===== src/rtl/csgv_pkg.sv =====
package csgv_pkg;

  // field and register widths
  localparam int GRID_W  = 8;
  localparam int RES_W   = 8;
  localparam int COMP_W  = 20;
  localparam int VEC_W   = 3 * COMP_W;
  localparam int RAD_W   = 20;
  localparam int ADDR_W  = 6;
  localparam int DATA_W  = 64;

  // normal datapath widths
  localparam int PROD_W  = COMP_W + RES_W + 1;
  localparam int NSUM_W  = PROD_W + 2;
  localparam int MAG_W   = 29;
  localparam int NMAG_W  = 30;
  localparam int SH_W    = 5;
  localparam int SQ_W    = 2 * NMAG_W;
  localparam int SUM_W   = 62;
  localparam int ROOT_W  = SUM_W / 2;
  localparam int REM_W   = ROOT_W + 1;
  localparam int QUO_W   = 15;
  localparam int NUM_W   = NMAG_W + QUO_W + 1;
  localparam int DEN_W   = ROOT_W + 1;
  localparam int NRM_W   = 16;
  localparam int NRM_FRAC = 14;
  localparam int PM_W    = QUO_W + RAD_W;
  localparam int PR_W    = PM_W - NRM_FRAC;
  localparam int P2_W    = PR_W + 1;
  localparam int POS_W   = 24;
  localparam int PSUM_W  = POS_W + 1;
  localparam int POS_MAX = 8388607;
  localparam int POS_MIN = -8388608;
  localparam int ROUND_HALF = 1 << (NRM_FRAC - 1);

  // texcoord and index widths
  localparam int TQ_W    = 16;
  localparam int TEX_W   = TQ_W + 1;
  localparam int TNUM_W  = GRID_W + TQ_W + 1;
  localparam int TDEN_W  = RES_W + 1;
  localparam int IDX_W   = 16;
  localparam int IPROD_W = GRID_W + RES_W + 1;
  localparam logic [TEX_W-1:0] TEX_ONE = TEX_W'(1 << TQ_W);

  // pipeline latencies in register stages
  localparam int FRONT_LAT = 6;
  localparam int SQRT_LAT  = ROOT_W;
  localparam int NDIV_LAT  = QUO_W + 1;
  localparam int POST_LAT  = 3;
  localparam int DEPTH     = FRONT_LAT + SQRT_LAT + NDIV_LAT + POST_LAT;
  localparam int SIDE_LAT  = TQ_W + 1;
  localparam int SIDE_DLY  = DEPTH - 1 - SIDE_LAT;
  localparam int SGN_DLY   = SQRT_LAT + NDIV_LAT;

  localparam int TDATA_IN_W  = 16;
  localparam int TDATA_OUT_W = 176;

  typedef logic [2:0][NMAG_W-1:0] mag_vec_t;

  typedef struct packed {
    logic [2:0] neg;
    logic       zero;
  } sgn_t;

  typedef struct packed {
    logic [TEX_W-1:0] tex_u;
    logic [TEX_W-1:0] tex_v;
    logic [IDX_W-1:0] vertex_index;
    logic             has_quad;
  } side_t;

  typedef enum logic [2:0] {
    REG_CORNER = 3'd0,
    REG_U_AXIS = 3'd1,
    REG_V_AXIS = 3'd2,
    REG_ORIGIN = 3'd3,
    REG_RADIUS = 3'd4,
    REG_RES    = 3'd5
  } reg_idx_t;

endpackage


===== src/rtl/csgv_ndiv.sv =====
module csgv_ndiv import csgv_pkg::*; (
  input  logic              clk,
  input  logic              en,
  input  logic [NMAG_W-1:0] mag,
  input  logic [ROOT_W-1:0] len,
  output logic [QUO_W-1:0]  quo
);

  logic [NUM_W-1:0] rem_s [NDIV_LAT];
  logic [DEN_W-1:0] den_s [NDIV_LAT];
  logic [QUO_W-1:0] quo_s [NDIV_LAT];

  // rounded quotient: (2*mag*2^14 + len) / (2*len)
  always_ff @(posedge clk) begin
    if (en) begin
      rem_s[0] <= NUM_W'({mag, {(QUO_W){1'b0}}}) + NUM_W'(len);
      den_s[0] <= {len, 1'b0};
      quo_s[0] <= '0;
    end
  end

  // restoring division, one quotient bit per stage, msb first
  for (genvar k = 1; k < NDIV_LAT; k++) begin : g_step
    logic [NUM_W-1:0] trial;
    assign trial = NUM_W'(den_s[k-1]) << (QUO_W - k);

    always_ff @(posedge clk) begin
      if (en) begin
        den_s[k] <= den_s[k-1];
        if (rem_s[k-1] >= trial) begin
          rem_s[k] <= rem_s[k-1] - trial;
          quo_s[k] <= {quo_s[k-1][QUO_W-2:0], 1'b1};
        end else begin
          rem_s[k] <= rem_s[k-1];
          quo_s[k] <= {quo_s[k-1][QUO_W-2:0], 1'b0};
        end
      end
    end
  end

  assign quo = quo_s[NDIV_LAT-1];

endmodule


===== config.mk =====
export PLATFORM = sky130hd
export DESIGN_NAME = csgv_ndiv
export DESIGN_NICKNAME = d
export VERILOG_FILES = /design/src/rtl/csgv_pkg.sv /design/src/rtl/csgv_ndiv.sv
export SDC_FILE = /design/constraint.sdc
export NUM_CORES = 2
export LEC_CHECK = 0
export ABC_AREA = 1
export BUFFER_PORTS_ARGS = -buffer_cell sky130_fd_sc_hd__buf_4
export CORE_AREA = 2 2 598 600
export DETAILED_ROUTE_END_ITERATION = 7
export DIE_AREA = 0 0 600 602
export SYNTH_ARGS = -nofsm -noshare
export SYNTH_HDL_FRONTEND = slang
export SYNTH_SLANG_ARGS = --single-unit

===== constraint.sdc =====
create_clock -name clk -period 3.9 [get_ports clk]
set_input_delay 0.39 -clock clk [delete_from_list [all_inputs] [get_ports clk]]
set_output_delay 0.39 -clock clk [all_outputs]
set_load 0.1 [all_outputs]

== Word level (Yosys, flattened, before mapping) ==
Memories as Yosys holds them, arrays and structs flattened.
Index checks and enable logic that the tools add are counted.

* Add/subtract/negate cells: 16
* Magnitude comparators: 15
* Muxes and demuxes: 122
* Bitwise gates (word level): 30

{| class="wikitable"
|+ Operator list
! cell !! number
|-
| 46-bit 2-to-1 mux || 15
|-
| 15-bit 2-to-1 mux || 15
|-
| 1-bit 2-to-1 mux || 92
|-
| 45-bit by 31-bit adder with 46-bit output || 1
|-
| 46-bit by 32-bit greater-or-equal comparator with 1-bit output || 1
|-
| 46-bit by 33-bit greater-or-equal comparator with 1-bit output || 1
|-
| 46-bit by 34-bit greater-or-equal comparator with 1-bit output || 1
|-
| 46-bit by 35-bit greater-or-equal comparator with 1-bit output || 1
|-
| 46-bit by 36-bit greater-or-equal comparator with 1-bit output || 1
|-
| 46-bit by 37-bit greater-or-equal comparator with 1-bit output || 1
|-
| 46-bit by 38-bit greater-or-equal comparator with 1-bit output || 1
|-
| 46-bit by 39-bit greater-or-equal comparator with 1-bit output || 1
|-
| 46-bit by 40-bit greater-or-equal comparator with 1-bit output || 1
|-
| 46-bit by 41-bit greater-or-equal comparator with 1-bit output || 1
|-
| 46-bit by 42-bit greater-or-equal comparator with 1-bit output || 1
|-
| 46-bit by 43-bit greater-or-equal comparator with 1-bit output || 1
|-
| 46-bit by 44-bit greater-or-equal comparator with 1-bit output || 1
|-
| 46-bit by 45-bit greater-or-equal comparator with 1-bit output || 1
|-
| 46-bit greater-or-equal comparator || 1
|-
| 46-bit by 32-bit subtractor with 46-bit output || 1
|-
| 46-bit by 33-bit subtractor with 46-bit output || 1
|-
| 46-bit by 34-bit subtractor with 46-bit output || 1
|-
| 46-bit by 35-bit subtractor with 46-bit output || 1
|-
| 46-bit by 36-bit subtractor with 46-bit output || 1
|-
| 11 further kinds || 40
|}

* Bits in registers: 0
* RAM bits: 1488
* Output and inout port bits: 15
* Memories kept: 3

{| class="wikitable"
|+ Memories
! name !! depth !! bits a word !! read ports !! clocked after memory_dff !! wr ports !! line !! source
|-
| rem_s || 16 || 46 || 15 || 0 || 16 || csgv_ndiv.sv:9 || <nowiki>logic [NUM_W-1:0] rem_s [NDIV_LAT];</nowiki>
|-
| den_s || 16 || 32 || 15 || 0 || 16 || csgv_ndiv.sv:10 || <nowiki>logic [DEN_W-1:0] den_s [NDIV_LAT];</nowiki>
|-
| quo_s || 16 || 15 || 16 || 0 || 16 || csgv_ndiv.sv:11 || <nowiki>logic [QUO_W-1:0] quo_s [NDIV_LAT];</nowiki>
|}

== Longest topological paths before layout ==
An unclocked memory read counts as a cell.

* Depth in word-level cells: 6
* Gate-level depth with buffers: 18

== Worst setup path after synthesis ==
Ideal clock, no wire load.

* Path type: input port to flip-flop
* Start: input en
* End: memory quo_s[14][10] (netlist: quo_s[1][100]) (enable)
* Library setup time: 0.439 ns
* Data arrival time: 2.352 ns
* Data required time: 3.461 ns
* Slack: 1.109 ns
* Stages on the path: 3
* Path through: buf_6 buf_2 clkbuf_1

{| class="wikitable"
|+ RTL lines
! item !! line !! source
|-
| from (decl) || csgv_ndiv.sv:3 || <nowiki>input logic en,</nowiki>
|-
| to (decl) || csgv_ndiv.sv:11 ||
|}

==> impl_summary.md <==
STA
The relative slew slack is 0.287. The count of final max-slew check failures is 0. Based on the critical path, the design can be clocked at up to 297 MHz. Setup violations remaining at the end of the flow were counted as 0. The final worst-path cycle share is 0.864.

Summed over all failing endpoints, the final setup total negative slack is 0 ns. The smallest clock period supported by the final layout is computed as 3.37 ns. At the pin with the least slew margin, the transition time is 1.07 ns. Setup repair after global routing left no endpoint under its margin. The worst clock skew on the final layout is 0.0900 ns. The final hold violation count is 0.

Global routing
Global routing finished with a remaining overflow of 0. For this run, the total global-route usage over all layers was measured as 0.174. The first global-routing pass estimated 472000 um of wire. The maximum number of pins on one net before global-route repair is 154. The via count of the first global-routing pass is 73.2k. The initial antenna violation count is 12.

CTS
The root buffer cell is clkbuf_16. In this run, CTS created clock tree buffers numbering 157. The H-tree was split into 4 levels. After clock tree synthesis, the clock-pin slew on the worst setup and hold paths is 0.06 ns.

The post-cts repair resize count is 0. The later pin in the worst-skew pair is clocked with a latency of 0.89 ns. Counting along the longest clock path gives a buffer depth of 4. The tree built by TritonCTS fans out to 1260 sinks.

TritonCTS built the clock tree.

Run status
The run finished with clean final reports.

Floorplan
The I/O pin count is 78. The area of the placeable core is 355000 um^2. The height of the die is 602 um.

The die footprint is 361000 um^2. The floorplan has 219 rows. The effective utilization at floorplan is 0.249.

The die is 600 um wide.

Layout
In the final layout, the share of cells above drive strength 1 is 0.0465. At the end of the flow the core is filled with cells to 0.281. Fill cells in the final layout number 38.8k. The final net count is 12.8k.

Compared with the post-synthesis result, the final layout area differs by 12.9%.

Power and ir drop
Of the total power, combinational logic draws 0.467. In this run the power spent charging and discharging nets is 0.0315 W. The share of total power dissipated in the clock network is 0.210. The internal power of the cells totals 0.0374 W. The analysis attributes to cell leakage a power of 48.3 nW. The worst-case IR drop observed on VDD is 0.000330 V.

The share of total power dissipated in sequential elements is 0.323. The net switching fraction of the power is 0.457. Power spread over the standard cell area amounts to 691 nW/um^2.

Placed design
The HPWL after detailed placement is 267000 um. Routability-driven placement finished with a final weighted congestion of 0.958. Input and output buffers added on the ports amount to 77.

Min path
The worst hold path begins at mag[25]. The worst hold path depth is 4. The path with the worst hold slack has its endpoint at rem_s[0][40]$_DFFE_PP_. The tightest min-delay check is of the input pin to flop type.

Yosys
The biggest area contributor in the post-synthesis netlist is edfxtp_1. The most common flop cell mapped by yosys is edfxtp_1. Sorting the synthesized cells by how often they occur yields 4533 x nand2_1, 2288 x inv_1, 1259 x edfxtp_1. The share of synthesized area in the top cell type comes to 0.428. The post-synthesis instance total is 12.0k. Yosys instantiated no cell more often than nand2_1. For this run, the register share of the synthesized area comes to 0.428.

Sorting the synthesized cells by area gives the leading types as edfxtp_1 43%, nand2_1 19%, inv_1 9.7%, ha_1 6.8%, nor2_1 4.2%. Summing every instance area after synthesis gives 88300 um^2. After synthesis the netlist holds a flip-flop and latch count of 1260. The post-synthesis area per instance is 7.35 um^2.

The number of enable-type register cells in the synthesized netlist is 1259. The Yosys step of the flow raised 0 warnings. Yosys mapped the design onto 51 distinct sky130hd cell types. The async set or reset register ratio after synthesis is 0.

The net count after synthesis is 12.6k.

Critical path
Of all nets on the critical path, the largest fanout is 42. For the worst setup path, the data required time is 4.54 ns. The data arrival at the endpoint of the critical path is 4.01 ns.

The type of origin of the critical path is a flop. In this run the register-to-register setup slack is 0.53 ns. The reg-to-reg startpoint is rem_s[1][52]$_DFFE_PP_.

The start-to-end type of the worst setup path is flop to flop. STA classifies the critical path endpoint as a flop. The capture instance of the worst register-to-register path is rem_s[1][121]$_DFFE_PP_. The number of cell instances on the worst register-to-register path is 15.

Detailed routing
The final layout contains routed wiring with a total length of 324000 um. In the routed layout, each cell is associated on average with a via count of 4.50. The DRC marker count from the first detailed-route iteration is 7079. The routed wire length per instance is 18.9 um. The detail route stage leaves a number of antenna-violating nets equal to 0. The total DRC errors in the routed layout is 0. For this run, the detailed router's first-pass iteration total came to 8. Detailed routing inserted a total of 77.0k vias.

Job
The number of max-cap violations is 0.
per-layer routing:
metal  wire length, um  part of all wire  GRT usage
met1            139000              0.43      0.224
met2            155000              0.48      0.301
met3             17300             0.053     0.0182
met4             13100             0.041     0.0632
met5                 8          0.000025          0
state kept, by name (all words and copies together), names as in the netlist:
signal  cells
rem_s     690
quo_s     120
den_s     450
worst max-delay path, stage by stage (launching register included):
cell,delay [ns]
edfxtp_1,0.39
inv_1,0.07
ha_1,0.14
inv_1,0.13
fa_1,0.53
nand3_1,0.13
nand3_2,0.13
nand2_1,0.10
nand2_2,0.09
nand2_1,0.09
nand3_2,0.12
nand2_2,0.15
nand2_4,0.25
inv_4,0.44
nand2_1,0.10
o21ai_1,0.25
power groups by stage:
stage,Combinational [W],Sequential (W),Clock [W]
detailed placement,0.0316,0.0225,0
global placement,0.0317,0.0226,0
finish,0.0321,0.0223,0.0145
floorplan,0.0224,0.0203,0
global route,0.0360,0.0224,0.0154
CTS,0.0318,0.0223,0.0149
cells in the final DEF (no fill, tap or decap), drive strengths merged, types with 3 or more instances in the layout:
master | Yosys | final
clkinv | 1 | 63
xor2 | 188 | 188
and3 | 5 | 5
nand3 | 729 | 729
bufinv | 0 | 10
buf | 109 | 126
o21bai | 40 | 40
nor2 | 1042 | 1042
a21oi | 415 | 415
nor3 | 134 | 134
o211ai | 3 | 3
o21ai | 204 | 204
fa | 15 | 15
dlygate4sd3 | 0 | 46
a31oi | 5 | 5
clkbuf | 19 | 180
edfxtp | 1259 | 1259
nor4 | 17 | 17
a21boi | 8 | 8
and2 | 11 | 11
a21o | 5 | 5
nand3b | 112 | 112
ha | 481 | 481
nor3b | 4 | 4
xnor2 | 77 | 77
inv | 2322 | 2340
nand2 | 4603 | 4603
clkinvlp | 0 | 12
nand4 | 186 | 186
o21a | 4 | 4
or2 | 17 | 17
layout make-up:
cell class                 count  area, um^2  share of cell area
clock inverter               102         915             0.00917
multi-input combinational   8307       40700               0.408
tap                         4751        5940              0.0596
antenna                        1        2.50           0.0000251
timing repair buffer         172        1500              0.0151
inverter                    2323        8740              0.0877
sequential                  1260       37800               0.379
clock buffer                 180        4060              0.0407
per-stage QoR:
step | worst slack [ns] | power (W) | hold WS (ns) | instances | instance area (um^2)
6_report | 0.532 | 0.0689 | 0.0952 | 17100 | 99700
5_1_grt | 0.271 | 0.0737 | 0.0760 | 17100 | 99700
3_3_place_gp | 0.650 | 0.0542 | 0.402 | 16800 | 94300
2_1_floorplan | 1.11 | 0.0427 | 0.400 | 12000 | 88300
4_1_cts | 0.565 | 0.0690 | 0.00795 | 17100 | 99700
3_5_place_dp | 0.591 | 0.0541 | 0.405 | 16800 | 94300
cells by family (layout without fill, tap and decap cells):
family                   Yosys count  in the layout  share of synthesized area
AND/OR/NAND/NOR                 6862           6862                      0.322
buffers and inverters           2451           2777                      0.110
flip-flops                      1260           1260                      0.428
AO/OA/AOI/OAI                    684            684                     0.0419
adder cells (fa/ha/maj)          496            496                     0.0716
XOR/XNOR                         265            265                     0.0263
other                              0              1                          0
how the worst max path moves through the flow:
stage	from	to	slack, ns	cells after the start
finish	rem_s[1][52]$_DFFE_PP_	rem_s[1][121]$_DFFE_PP_	0.53	15
global route	rem_s[1][52]$_DFFE_PP_	rem_s[1][121]$_DFFE_PP_	0.27	15
CTS	rem_s[1][52]$_DFFE_PP_	rem_s[1][121]$_DFFE_PP_	0.57	15
detailed placement	rem_s[1][52]$_DFFE_PP_	rem_s[1][121]$_DFFE_PP_	0.59	15
global placement	rem_s[1][52]$_DFFE_PP_	rem_s[1][121]$_DFFE_PP_	0.65	15
floorplan	en	quo_s[1][100]$_DFFE_PP_	1.11	3
repair_timing:
item	4_1_cts	5_1_grt
buffers inserted	0	0
hold endpoints to repair	52	0
hold buffers	46	0
Power figures use the tool's default switching activity.
