### src/rtl/csgv_pkg.sv
package csgv_pkg;

  // field and register widths
  localparam int GRID_W  = 8;
  localparam int RES_W   = 8;
  localparam int COMP_W  = 20;
  localparam int VEC_W   = 3 * COMP_W;
  localparam int RAD_W   = 20;
  localparam int ADDR_W  = 6;
  localparam int DATA_W  = 64;

  // normal datapath widths
  localparam int PROD_W  = COMP_W + RES_W + 1;
  localparam int NSUM_W  = PROD_W + 2;
  localparam int MAG_W   = 29;
  localparam int NMAG_W  = 30;
  localparam int SH_W    = 5;
  localparam int SQ_W    = 2 * NMAG_W;
  localparam int SUM_W   = 62;
  localparam int ROOT_W  = SUM_W / 2;
  localparam int REM_W   = ROOT_W + 1;
  localparam int QUO_W   = 15;
  localparam int NUM_W   = NMAG_W + QUO_W + 1;
  localparam int DEN_W   = ROOT_W + 1;
  localparam int NRM_W   = 16;
  localparam int NRM_FRAC = 14;
  localparam int PM_W    = QUO_W + RAD_W;
  localparam int PR_W    = PM_W - NRM_FRAC;
  localparam int P2_W    = PR_W + 1;
  localparam int POS_W   = 24;
  localparam int PSUM_W  = POS_W + 1;
  localparam int POS_MAX = 8388607;
  localparam int POS_MIN = -8388608;
  localparam int ROUND_HALF = 1 << (NRM_FRAC - 1);

  // texcoord and index widths
  localparam int TQ_W    = 16;
  localparam int TEX_W   = TQ_W + 1;
  localparam int TNUM_W  = GRID_W + TQ_W + 1;
  localparam int TDEN_W  = RES_W + 1;
  localparam int IDX_W   = 16;
  localparam int IPROD_W = GRID_W + RES_W + 1;
  localparam logic [TEX_W-1:0] TEX_ONE = TEX_W'(1 << TQ_W);

  // pipeline latencies in register stages
  localparam int FRONT_LAT = 6;
  localparam int SQRT_LAT  = ROOT_W;
  localparam int NDIV_LAT  = QUO_W + 1;
  localparam int POST_LAT  = 3;
  localparam int DEPTH     = FRONT_LAT + SQRT_LAT + NDIV_LAT + POST_LAT;
  localparam int SIDE_LAT  = TQ_W + 1;
  localparam int SIDE_DLY  = DEPTH - 1 - SIDE_LAT;
  localparam int SGN_DLY   = SQRT_LAT + NDIV_LAT;

  localparam int TDATA_IN_W  = 16;
  localparam int TDATA_OUT_W = 176;

  typedef logic [2:0][NMAG_W-1:0] mag_vec_t;

  typedef struct packed {
    logic [2:0] neg;
    logic       zero;
  } sgn_t;

  typedef struct packed {
    logic [TEX_W-1:0] tex_u;
    logic [TEX_W-1:0] tex_v;
    logic [IDX_W-1:0] vertex_index;
    logic             has_quad;
  } side_t;

  typedef enum logic [2:0] {
    REG_CORNER = 3'd0,
    REG_U_AXIS = 3'd1,
    REG_V_AXIS = 3'd2,
    REG_ORIGIN = 3'd3,
    REG_RADIUS = 3'd4,
    REG_RES    = 3'd5
  } reg_idx_t;

endpackage

### src/rtl/csgv_side.sv
module csgv_side import csgv_pkg::*; (
  input  logic              clk,
  input  logic              en,
  input  logic [GRID_W-1:0] grid_x,
  input  logic [GRID_W-1:0] grid_y,
  input  logic [RES_W-1:0]  res,
  output side_t             side
);

  logic [TNUM_W-1:0] rem_u [SIDE_LAT];
  logic [TNUM_W-1:0] rem_v [SIDE_LAT];
  logic [TQ_W-1:0]   quo_u [SIDE_LAT];
  logic [TQ_W-1:0]   quo_v [SIDE_LAT];
  logic              sat_u [SIDE_LAT];
  logic              sat_v [SIDE_LAT];
  logic [IDX_W-1:0]  index [SIDE_LAT];
  logic              quad  [SIDE_LAT];

  logic [TDEN_W-1:0]  den;
  logic [IPROD_W-1:0] vprod;

  assign den   = {res, 1'b0};
  assign vprod = IPROD_W'(grid_y) * (IPROD_W'(res) + IPROD_W'(1)) + IPROD_W'(grid_x);

  // setup: rounded dividend, saturation at or past the patch edge, index, quad
  always_ff @(posedge clk) begin
    if (en) begin
      rem_u[0] <= {grid_x, {(TQ_W+1){1'b0}}} + TNUM_W'(res);
      rem_v[0] <= {grid_y, {(TQ_W+1){1'b0}}} + TNUM_W'(res);
      quo_u[0] <= '0;
      quo_v[0] <= '0;
      sat_u[0] <= (grid_x >= res);
      sat_v[0] <= (grid_y >= res);
      index[0] <= vprod[IDX_W-1:0];
      quad[0]  <= (grid_x < res) && (grid_y < res);
    end
  end

  // one texcoord bit per stage for u and v
  for (genvar k = 1; k < SIDE_LAT; k++) begin : g_step
    logic [TNUM_W-1:0] trial;
    assign trial = TNUM_W'(den) << (TQ_W - k);

    always_ff @(posedge clk) begin
      if (en) begin
        if (rem_u[k-1] >= trial) begin
          rem_u[k] <= rem_u[k-1] - trial;
          quo_u[k] <= {quo_u[k-1][TQ_W-2:0], 1'b1};
        end else begin
          rem_u[k] <= rem_u[k-1];
          quo_u[k] <= {quo_u[k-1][TQ_W-2:0], 1'b0};
        end
        if (rem_v[k-1] >= trial) begin
          rem_v[k] <= rem_v[k-1] - trial;
          quo_v[k] <= {quo_v[k-1][TQ_W-2:0], 1'b1};
        end else begin
          rem_v[k] <= rem_v[k-1];
          quo_v[k] <= {quo_v[k-1][TQ_W-2:0], 1'b0};
        end
        sat_u[k] <= sat_u[k-1];
        sat_v[k] <= sat_v[k-1];
        index[k] <= index[k-1];
        quad[k]  <= quad[k-1];
      end
    end
  end

  assign side.tex_u = sat_u[SIDE_LAT-1] ? TEX_ONE : {1'b0, quo_u[SIDE_LAT-1]};
  assign side.tex_v = sat_v[SIDE_LAT-1] ? TEX_ONE : {1'b0, quo_v[SIDE_LAT-1]};
  assign side.vertex_index = index[SIDE_LAT-1];
  assign side.has_quad     = quad[SIDE_LAT-1];

endmodule

### config.mk
export PLATFORM = sky130hd
export DESIGN_NAME = csgv_side
export DESIGN_NICKNAME = d
export VERILOG_FILES = /design/src/rtl/csgv_pkg.sv /design/src/rtl/csgv_side.sv
export SDC_FILE = /design/constraint.sdc
export NUM_CORES = 2
export LEC_CHECK = 0
export BUFFER_PORTS_ARGS = -buffer_cell sky130_fd_sc_hd__buf_2
export CAP_MARGIN = 20
export CELL_PAD_IN_SITES_DETAIL_PLACEMENT = 0
export CELL_PAD_IN_SITES_GLOBAL_PLACEMENT = 2
export CORE_MARGIN = 8
export CORE_UTILIZATION = 43
export CTS_BUF_LIST = sky130_fd_sc_hd__clkbuf_8
export DETAILED_ROUTE_END_ITERATION = 10
export PLACE_DENSITY = 0.86
export SLEW_MARGIN = 20
export SYNTH_ARGS = -nofsm -noshare
export SYNTH_HDL_FRONTEND = slang
export SYNTH_SLANG_ARGS = --single-unit
### constraint.sdc
create_clock -name clk -period 6.75 [get_ports clk]
set_clock_uncertainty 0.15 [all_clocks]
set_input_delay 1.35 -clock clk [delete_from_list [all_inputs] [get_ports clk]]
set_output_delay 1.35 -clock clk [all_outputs]
set_load 0.01 [all_outputs]
# Word level (Yosys, flattened, before mapping)
# Memory sizes are Yosys's and may differ from the RTL's.
# Cells that the tools add are included.
[classes] n_lt_le_gt_ge=36 eq_ne=0 reduce_logical=1 n_mux=260 mul=1 add_sub_neg=36 bitwise_logic=64 shift=0 div=0
[op_table] op="2-to-1 mux 25 bit" count=32
[op_table] op="2-to-1 mux 16 bit" count=32
[op_table] op="2-to-1 mux 1 bit" count=194
[op_table] op="OR 1 bit" count=64
[op_table] op="adder 25 x 8 -> 25 bit" count=2
[op_table] op=">= comparator 25 x 10 -> 1 bit" count=2
[op_table] op=">= comparator 25 x 11 -> 1 bit" count=2
[op_table] op=">= comparator 25 x 12 -> 1 bit" count=2
[op_table] op=">= comparator 25 x 13 -> 1 bit" count=2
[op_table] op=">= comparator 25 x 14 -> 1 bit" count=2
[op_table] op=">= comparator 25 x 15 -> 1 bit" count=2
[op_table] op=">= comparator 25 x 16 -> 1 bit" count=2
[op_table] op=">= comparator 25 x 17 -> 1 bit" count=2
[op_table] op=">= comparator 25 x 18 -> 1 bit" count=2
[op_table] op=">= comparator 25 x 19 -> 1 bit" count=2
[op_table] op=">= comparator 25 x 20 -> 1 bit" count=2
[op_table] op=">= comparator 25 x 21 -> 1 bit" count=2
[op_table] op=">= comparator 25 x 22 -> 1 bit" count=2
[op_table] op=">= comparator 25 x 23 -> 1 bit" count=2
[op_table] op=">= comparator 25 x 24 -> 1 bit" count=2
[op_table] op=">= comparator 25 x 9 -> 1 bit" count=2
[op_table] op="subtractor 25 x 10 -> 25 bit" count=2
[op_table] op="subtractor 25 x 11 -> 25 bit" count=2
[op_table] op="subtractor 25 x 12 -> 25 bit" count=2
[op_table] op="20 further kinds" count=36
[totals] input_bits=26 romBits=0 register_bits=0 elab_cells=406 ramBits=1717 mem_count=8 latchBits=0 output_inout_bits=51
[mem_list] memory="rem_u" words=17 width=25 rd=16 rd_clocked_by_memory_dff=0 write_ports=17 line="csgv_side.sv:10" rtl="logic [TNUM_W-1:0] rem_u [SIDE_LAT];"
[mem_list] memory="rem_v" words=17 width=25 rd=16 rd_clocked_by_memory_dff=0 write_ports=17 line="csgv_side.sv:11" rtl="logic [TNUM_W-1:0] rem_v [SIDE_LAT];"
[mem_list] memory="index" words=17 width=16 rd=17 rd_clocked_by_memory_dff=0 write_ports=17 line="csgv_side.sv:16" rtl="logic [IDX_W-1:0] index [SIDE_LAT];"
[mem_list] memory="quo_u" words=17 width=16 rd=17 rd_clocked_by_memory_dff=0 write_ports=17 line="csgv_side.sv:12" rtl="logic [TQ_W-1:0] quo_u [SIDE_LAT];"
[mem_list] memory="quo_v" words=17 width=16 rd=17 rd_clocked_by_memory_dff=0 write_ports=17 line="csgv_side.sv:13" rtl="logic [TQ_W-1:0] quo_v [SIDE_LAT];"
[mem_list] memory="quad" words=17 width=1 rd=17 rd_clocked_by_memory_dff=0 write_ports=17 line="csgv_side.sv:17" rtl="logic quad [SIDE_LAT];"
[mem_list] memory="+2 memories"

# Longest topological paths before layout
# An unclocked memory read counts as a cell.
[logic_depth] ltp_word=6 mapped_depth=21 mapped_depth_nobuf=20

# Least setup slack after synthesis
# OpenSTA, ideal clock, no wires.
[synth_timing] path_type="in2reg" start="input port res[0]" end="memory index[0][14] (data pin)" path_slack_ps=19 t_arrival_ps=6323 path_buffers=2 required_ps=6343 path_stages=19 setup_ps=257 cell_sequence="clkbuf_1 -> inv_1 -> clkbuf_1 -> nand2_1 -> fa_1 -> fa_1 -> inv_1 -> fa_1 -> inv_1 -> fa_1 -> inv_1 -> ha_1 -> o21a_1 -> o21ai_0 -> a21oi_1 -> o21a_1 -> o21a_1 -> o41a_1 -> xor2_1"
[synth_lines] item="start: declaration" line="csgv_side.sv:6" rtl="input logic [RES_W-1:0] res,"
[synth_lines] item="end: declaration" line="csgv_side.sv:16"

==> flow_results.xml <==
<?xml version="1.0" encoding="UTF-8"?>
<metrics>
  <group name="floorplan">
    <metric name="coreArea" unit="sq um">141400</metric>
    <metric name="std_cell_rows" unit="">138</metric>
    <metric name="die_h" unit="um">393.4</metric>
    <metric name="initial_core_util" unit="%">43.31</metric>
    <metric name="dieArea" unit="sq um">154800</metric>
    <metric name="design.portCount" unit="">77</metric>
    <metric name="die_width" unit="um">393.4</metric>
  </group>
  <group name="detailed_routing">
    <metric name="drt-total-wl" unit="mm">109.4</metric>
    <metric name="vias_per_cell" unit="">5.044</metric>
    <metric name="drt-initial-drc-count" unit="">1856</metric>
    <metric name="via_count" unit="">34320</metric>
    <metric name="final_antenna_violating_net_count" unit="">0</metric>
    <metric name="drt_first_pass_iters" unit="">7</metric>
    <metric name="wirelength_per_cell" unit="um">16.08</metric>
    <metric name="detail_route.drc_violations" unit="">0</metric>
  </group>
  <group name="final_layout">
    <metric name="fin_cells" unit="">6804</metric>
    <metric name="final_design_area_no_fill" unit="sq um">68210</metric>
    <metric name="fin_nets" unit="">5166</metric>
    <metric name="syn2layout_area_growth" unit="%">11.35</metric>
    <metric name="post_route_cells_drive_above_1_share" unit="%">11.01</metric>
  </group>
  <group name="cts">
    <metric name="postCtsSetupRepairBufs" unit="">0</metric>
    <metric name="buffer_type_at_the_clock_tree_root" unit="">sky130_fd_sc_hd__clkbuf_8</metric>
    <metric name="cts_made_buffers" unit="">210</metric>
    <metric name="cts_sinks" unit="">1297</metric>
    <metric name="htreeDepth" unit="">4</metric>
    <metric name="insertion_delay" unit="ps">930</metric>
    <metric name="cts.clk_slew.worst_paths" unit="ps">60</metric>
    <metric name="post_cts.resized_instances" unit="">0</metric>
    <metric name="ctsLongestPathBuffers" unit="">3</metric>
    <metric name="postCtsHoldBufs" unit="">0</metric>
    <metric name="cts_tree" unit="">built</metric>
  </group>
  <group name="synthesis">
    <metric name="postSynthRegisterBits" unit="">1297</metric>
    <metric name="post-synth-top-count-cell" unit="">sky130_fd_sc_hd__edfxtp_1</metric>
    <metric name="synth.distinct_cells" unit="">87</metric>
    <metric name="synth_area_leader_cell" unit="">sky130_fd_sc_hd__edfxtp_1</metric>
    <metric name="synth-warning-count" unit="">0</metric>
    <metric name="synthesis.area" unit="sq um">61250</metric>
    <metric name="synth_top_flop_cell" unit="">sky130_fd_sc_hd__edfxtp_1</metric>
    <metric name="postSynthCellCount" unit="">4487</metric>
    <metric name="synth_commonest_cells" unit="">1295 x sky130_fd_sc_hd__edfxtp_1, 310 x sky130_fd_sc_hd__ha_1, 288 x sky130_fd_sc_hd__nor2_1</metric>
    <metric name="post_synth_main_area_contributors" unit="">sky130_fd_sc_hd__edfxtp_1 63%, sky130_fd_sc_hd__ha_1 6.3%, sky130_fd_sc_hd__xor2_1 2.7%</metric>
    <metric name="synth.net_count" unit="">4902</metric>
    <metric name="synth_enable_flop_cells" unit="">1295</metric>
    <metric name="syn-mean-instance-area" unit="sq um">13.65</metric>
    <metric name="synthArstFlopShare" unit="%">0</metric>
    <metric name="synth.yosys.seq_area_share" unit="%">63.55</metric>
    <metric name="synth_top_area_share" unit="%">63.49</metric>
  </group>
  <group name="worst_setup_path">
    <metric name="critPathLaunchType" unit="">input port</metric>
    <metric name="worstPathMaxFanout" unit="">8</metric>
    <metric name="crit_family" unit="">adder cells</metric>
    <metric name="worst_path_most_repeated_cell" unit="">sky130_fd_sc_hd__fa_1</metric>
    <metric name="critical_path_class" unit="">in2reg</metric>
    <metric name="worst-r2r-setup-slack" unit="ps">3370</metric>
    <metric name="worstSetupEndpointType" unit="">flop</metric>
    <metric name="cpMaxStageDelayCell" unit="">sky130_fd_sc_hd__fa_1</metric>
    <metric name="timing.critical_path.required" unit="ps">7220</metric>
    <metric name="crit_cells" unit="">22</metric>
    <metric name="critical_path_at" unit="ps">6250</metric>
    <metric name="r2r_path_end" unit="">rem_u[14][5]$_DFFE_PP_</metric>
    <metric name="worst-r2r-cell-count" unit="">8</metric>
    <metric name="cpPeakStageDelay" unit="ps">540</metric>
    <metric name="cp.buffers_inverters" unit="">5</metric>
    <metric name="r2r_start" unit="">rem_u[13][15]$_DFFE_PP_</metric>
    <metric name="critical_path.cell_chain" unit="">buf_4 -&gt; ha_1 -&gt; nand3_1 -&gt; nor2_1 -&gt; xnor2_1 -&gt; buf_4 -&gt; nand2_1 -&gt; fa_1 -&gt; inv_1 -&gt; fa_1 -&gt; inv_1 -&gt; fa_1 -&gt; fa_1 -&gt; inv_1 -&gt; ha_1 -&gt; o21a_1 -&gt; a21oi_1 -&gt; a21oi_1 -&gt; o21a_1 -&gt; o21a_1 -&gt; o41a_1 -&gt; xor2_1</metric>
  </group>
  <group name="placed_design">
    <metric name="portBuffers" unit="">76</metric>
    <metric name="dp_hpwl" unit="mm">77.09</metric>
    <metric name="placed_cell_area" unit="sq um">64210</metric>
    <metric name="numPlacedInstances" unit="">6429</metric>
    <metric name="post-place-ws" unit="ps">104.3</metric>
    <metric name="gp_routability_congestion" unit="">0.8297</metric>
  </group>
  <group name="timing">
    <metric name="final.period_utilization" unit="%">85.56</metric>
    <metric name="timing.final.crit_period" unit="ps">5775</metric>
    <metric name="final-hold-violation-count" unit="">0</metric>
    <metric name="maxSlewViolCount" unit="">0</metric>
    <metric name="setup-tns-final" unit="ps">0</metric>
    <metric name="grt_setup_unrepaired" unit="">false</metric>
    <metric name="fmax" unit="MHz">173.2</metric>
    <metric name="timing.final.setup_violations" unit="">0</metric>
    <metric name="max-slew-margin-rel" unit="%">33.78</metric>
    <metric name="worst-slew-pin-transition" unit="ps">993.3</metric>
    <metric name="finalWorstSetupSlack" unit="ps">974.8</metric>
  </group>
  <group name="pwr">
    <metric name="p_int" unit="mW">15.72</metric>
    <metric name="power_frac_clock" unit="%">29.1</metric>
    <metric name="total_switching_power" unit="mW">6.232</metric>
    <metric name="power_switching_share" unit="%">28.39</metric>
    <metric name="p_per_area" unit="nW/um^2">321.8</metric>
    <metric name="power.combinational.fraction" unit="%">20.8</metric>
    <metric name="p_total" unit="mW">21.95</metric>
    <metric name="cellLeakagePower" unit="nW">24.81</metric>
    <metric name="seq_power_share" unit="%">50.1</metric>
    <metric name="max-vdd-ir-drop" unit="V">0.0001749</metric>
  </group>
  <group name="worst_hold_path">
    <metric name="min_delay_path_depth" unit="">0</metric>
    <metric name="min_delay_worst_endpoint" unit="">index[0][19]$_DFFE_PP_</metric>
    <metric name="source_of_the_worst_hold_timing_path" unit="">index[0][3]$_DFFE_PP_</metric>
    <metric name="hold_class" unit="">reg2reg</metric>
  </group>
  <group name="run_status">
    <metric name="outcome" unit="">finished, final reports clean</metric>
  </group>
  <group name="grt">
    <metric name="grt_antenna_before_repair" unit="">5</metric>
    <metric name="grt-ovfl-total" unit="">0</metric>
    <metric name="grtUsageTotal" unit="%">13.75</metric>
    <metric name="first_global_vias" unit="">34570</metric>
    <metric name="global_route_wire_length_before_repair" unit="mm">175.7</metric>
    <metric name="largest_net_degree_at_the_start_of_global_routing" unit="">185</metric>
  </group>
  <group name="run">
    <metric name="max-cap-violations" unit="">0</metric>
  </group>
</metrics>
==> how the worst max path moves through the flow <==
stage | from | endpoint | slack [ps]
2_1_floorplan | res[0] | index[0][14]$_DFFE_PP_ | 20
3_5_place_dp | res[1] | index[0][14]$_DFFE_PP_ | 100
6_report | res[1] | index[0][14]$_DFFE_PP_ | 970
4_1_cts | res[1] | index[0][14]$_DFFE_PP_ | 1150
5_1_grt | res[0] | index[0][14]$_DFFE_PP_ | 830
3_3_place_gp | res[1] | index[0][14]$_DFFE_PP_ | 70
==> per-layer routing <==
metal / global-route usage [%] / routed length (um) / vias up
met4: 5.175 / 3005 / 0
met5: 0 / 0 / -
met2: 23.73 / 53880 / 479
met1: 17.04 / 48720 / 16300
li1: - / - / 17340
met3: 2.782 / 3800 / 202
==> flip-flops by register name, indices dropped and copies added, names as in the netlist <==
name and flops:
index 272, quad 17, quo_u 136, quo_v 136
rem_u 347, rem_v 355, sat_u 17, sat_v 17
==> stage by stage <==
stage               hold WS, ps  utilization, %
global route              230.4           48.23
finish                    221.1           48.23
CTS                       222.5           48.23
global placement          250.6           45.41
floorplan                 250.3               -
detailed placement        254.5           45.41
==> power groups by stage <==
stage	logic [mW]	clock network (mW)	registers, mW
3_3_place_gp	4.56	0	11.1
3_5_place_dp	4.58	0	11.2
5_1_grt	5.18	6.99	11.1
2_1_floorplan	3.61	0	11.0
4_1_cts	4.62	6.68	11.0
6_report	4.56	6.39	11.0
==> layout by cell type (no fill, tap or decap), drive strengths merged, types with 17 or more instances in the layout <==
cell | synthesis | final
nor4b | 31 | 31
xor2 | 187 | 187
nor2 | 288 | 288
a211oi | 28 | 28
nor2b | 119 | 119
o21a | 79 | 79
nand2b | 74 | 74
or4 | 34 | 34
nand3 | 48 | 48
nor3 | 138 | 138
ha | 310 | 310
or3 | 44 | 44
nand2 | 263 | 263
a21o | 51 | 51
or2 | 17 | 17
nand4 | 37 | 37
and2 | 78 | 78
a21oi | 180 | 180
fa | 79 | 79
mux2i | 23 | 23
clkinv | 0 | 96
o31ai | 31 | 31
a31oi | 22 | 22
nor4 | 87 | 87
xnor2 | 155 | 155
o21ai | 215 | 215
nand4b | 21 | 21
nand3b | 18 | 18
mux2 | 67 | 67
edfxtp | 1295 | 1295
clkbuf | 82 | 210
inv | 210 | 264
buf | 11 | 145
==> final cells by class <==
type | instances | area, sq um
multi-input cells | 2887 | 21150
inverters | 210 | 788.3
repair buffers | 145 | 980.9
clock buffers | 210 | 2890
diodes | 1 | 2.502
well taps | 1890 | 2365
clock inverters | 164 | 1104
flip-flops and latches | 1297 | 38930
fillers | 12190 | 73210
==> cells by family (layout without fill, tap and decap cells) <==
| kind of cell | count (synthesis) | count (layout) | share of synthesized area [%] |
|---|---|---|---|
| simple gates | 1346 | 1346 | 11.73 |
| compound gates | 720 | 720 | 7.362 |
| fa+ha+maj | 389 | 389 | 8.914 |
| xor+xnor | 342 | 342 | 4.890 |
| buf+inv | 303 | 729 | 1.932 |
| flops | 1297 | 1297 | 63.55 |
| other cells | 0 | 1 | 0 |
| mux | 90 | 90 | 1.620 |
(Power assumes the default switching activity.)
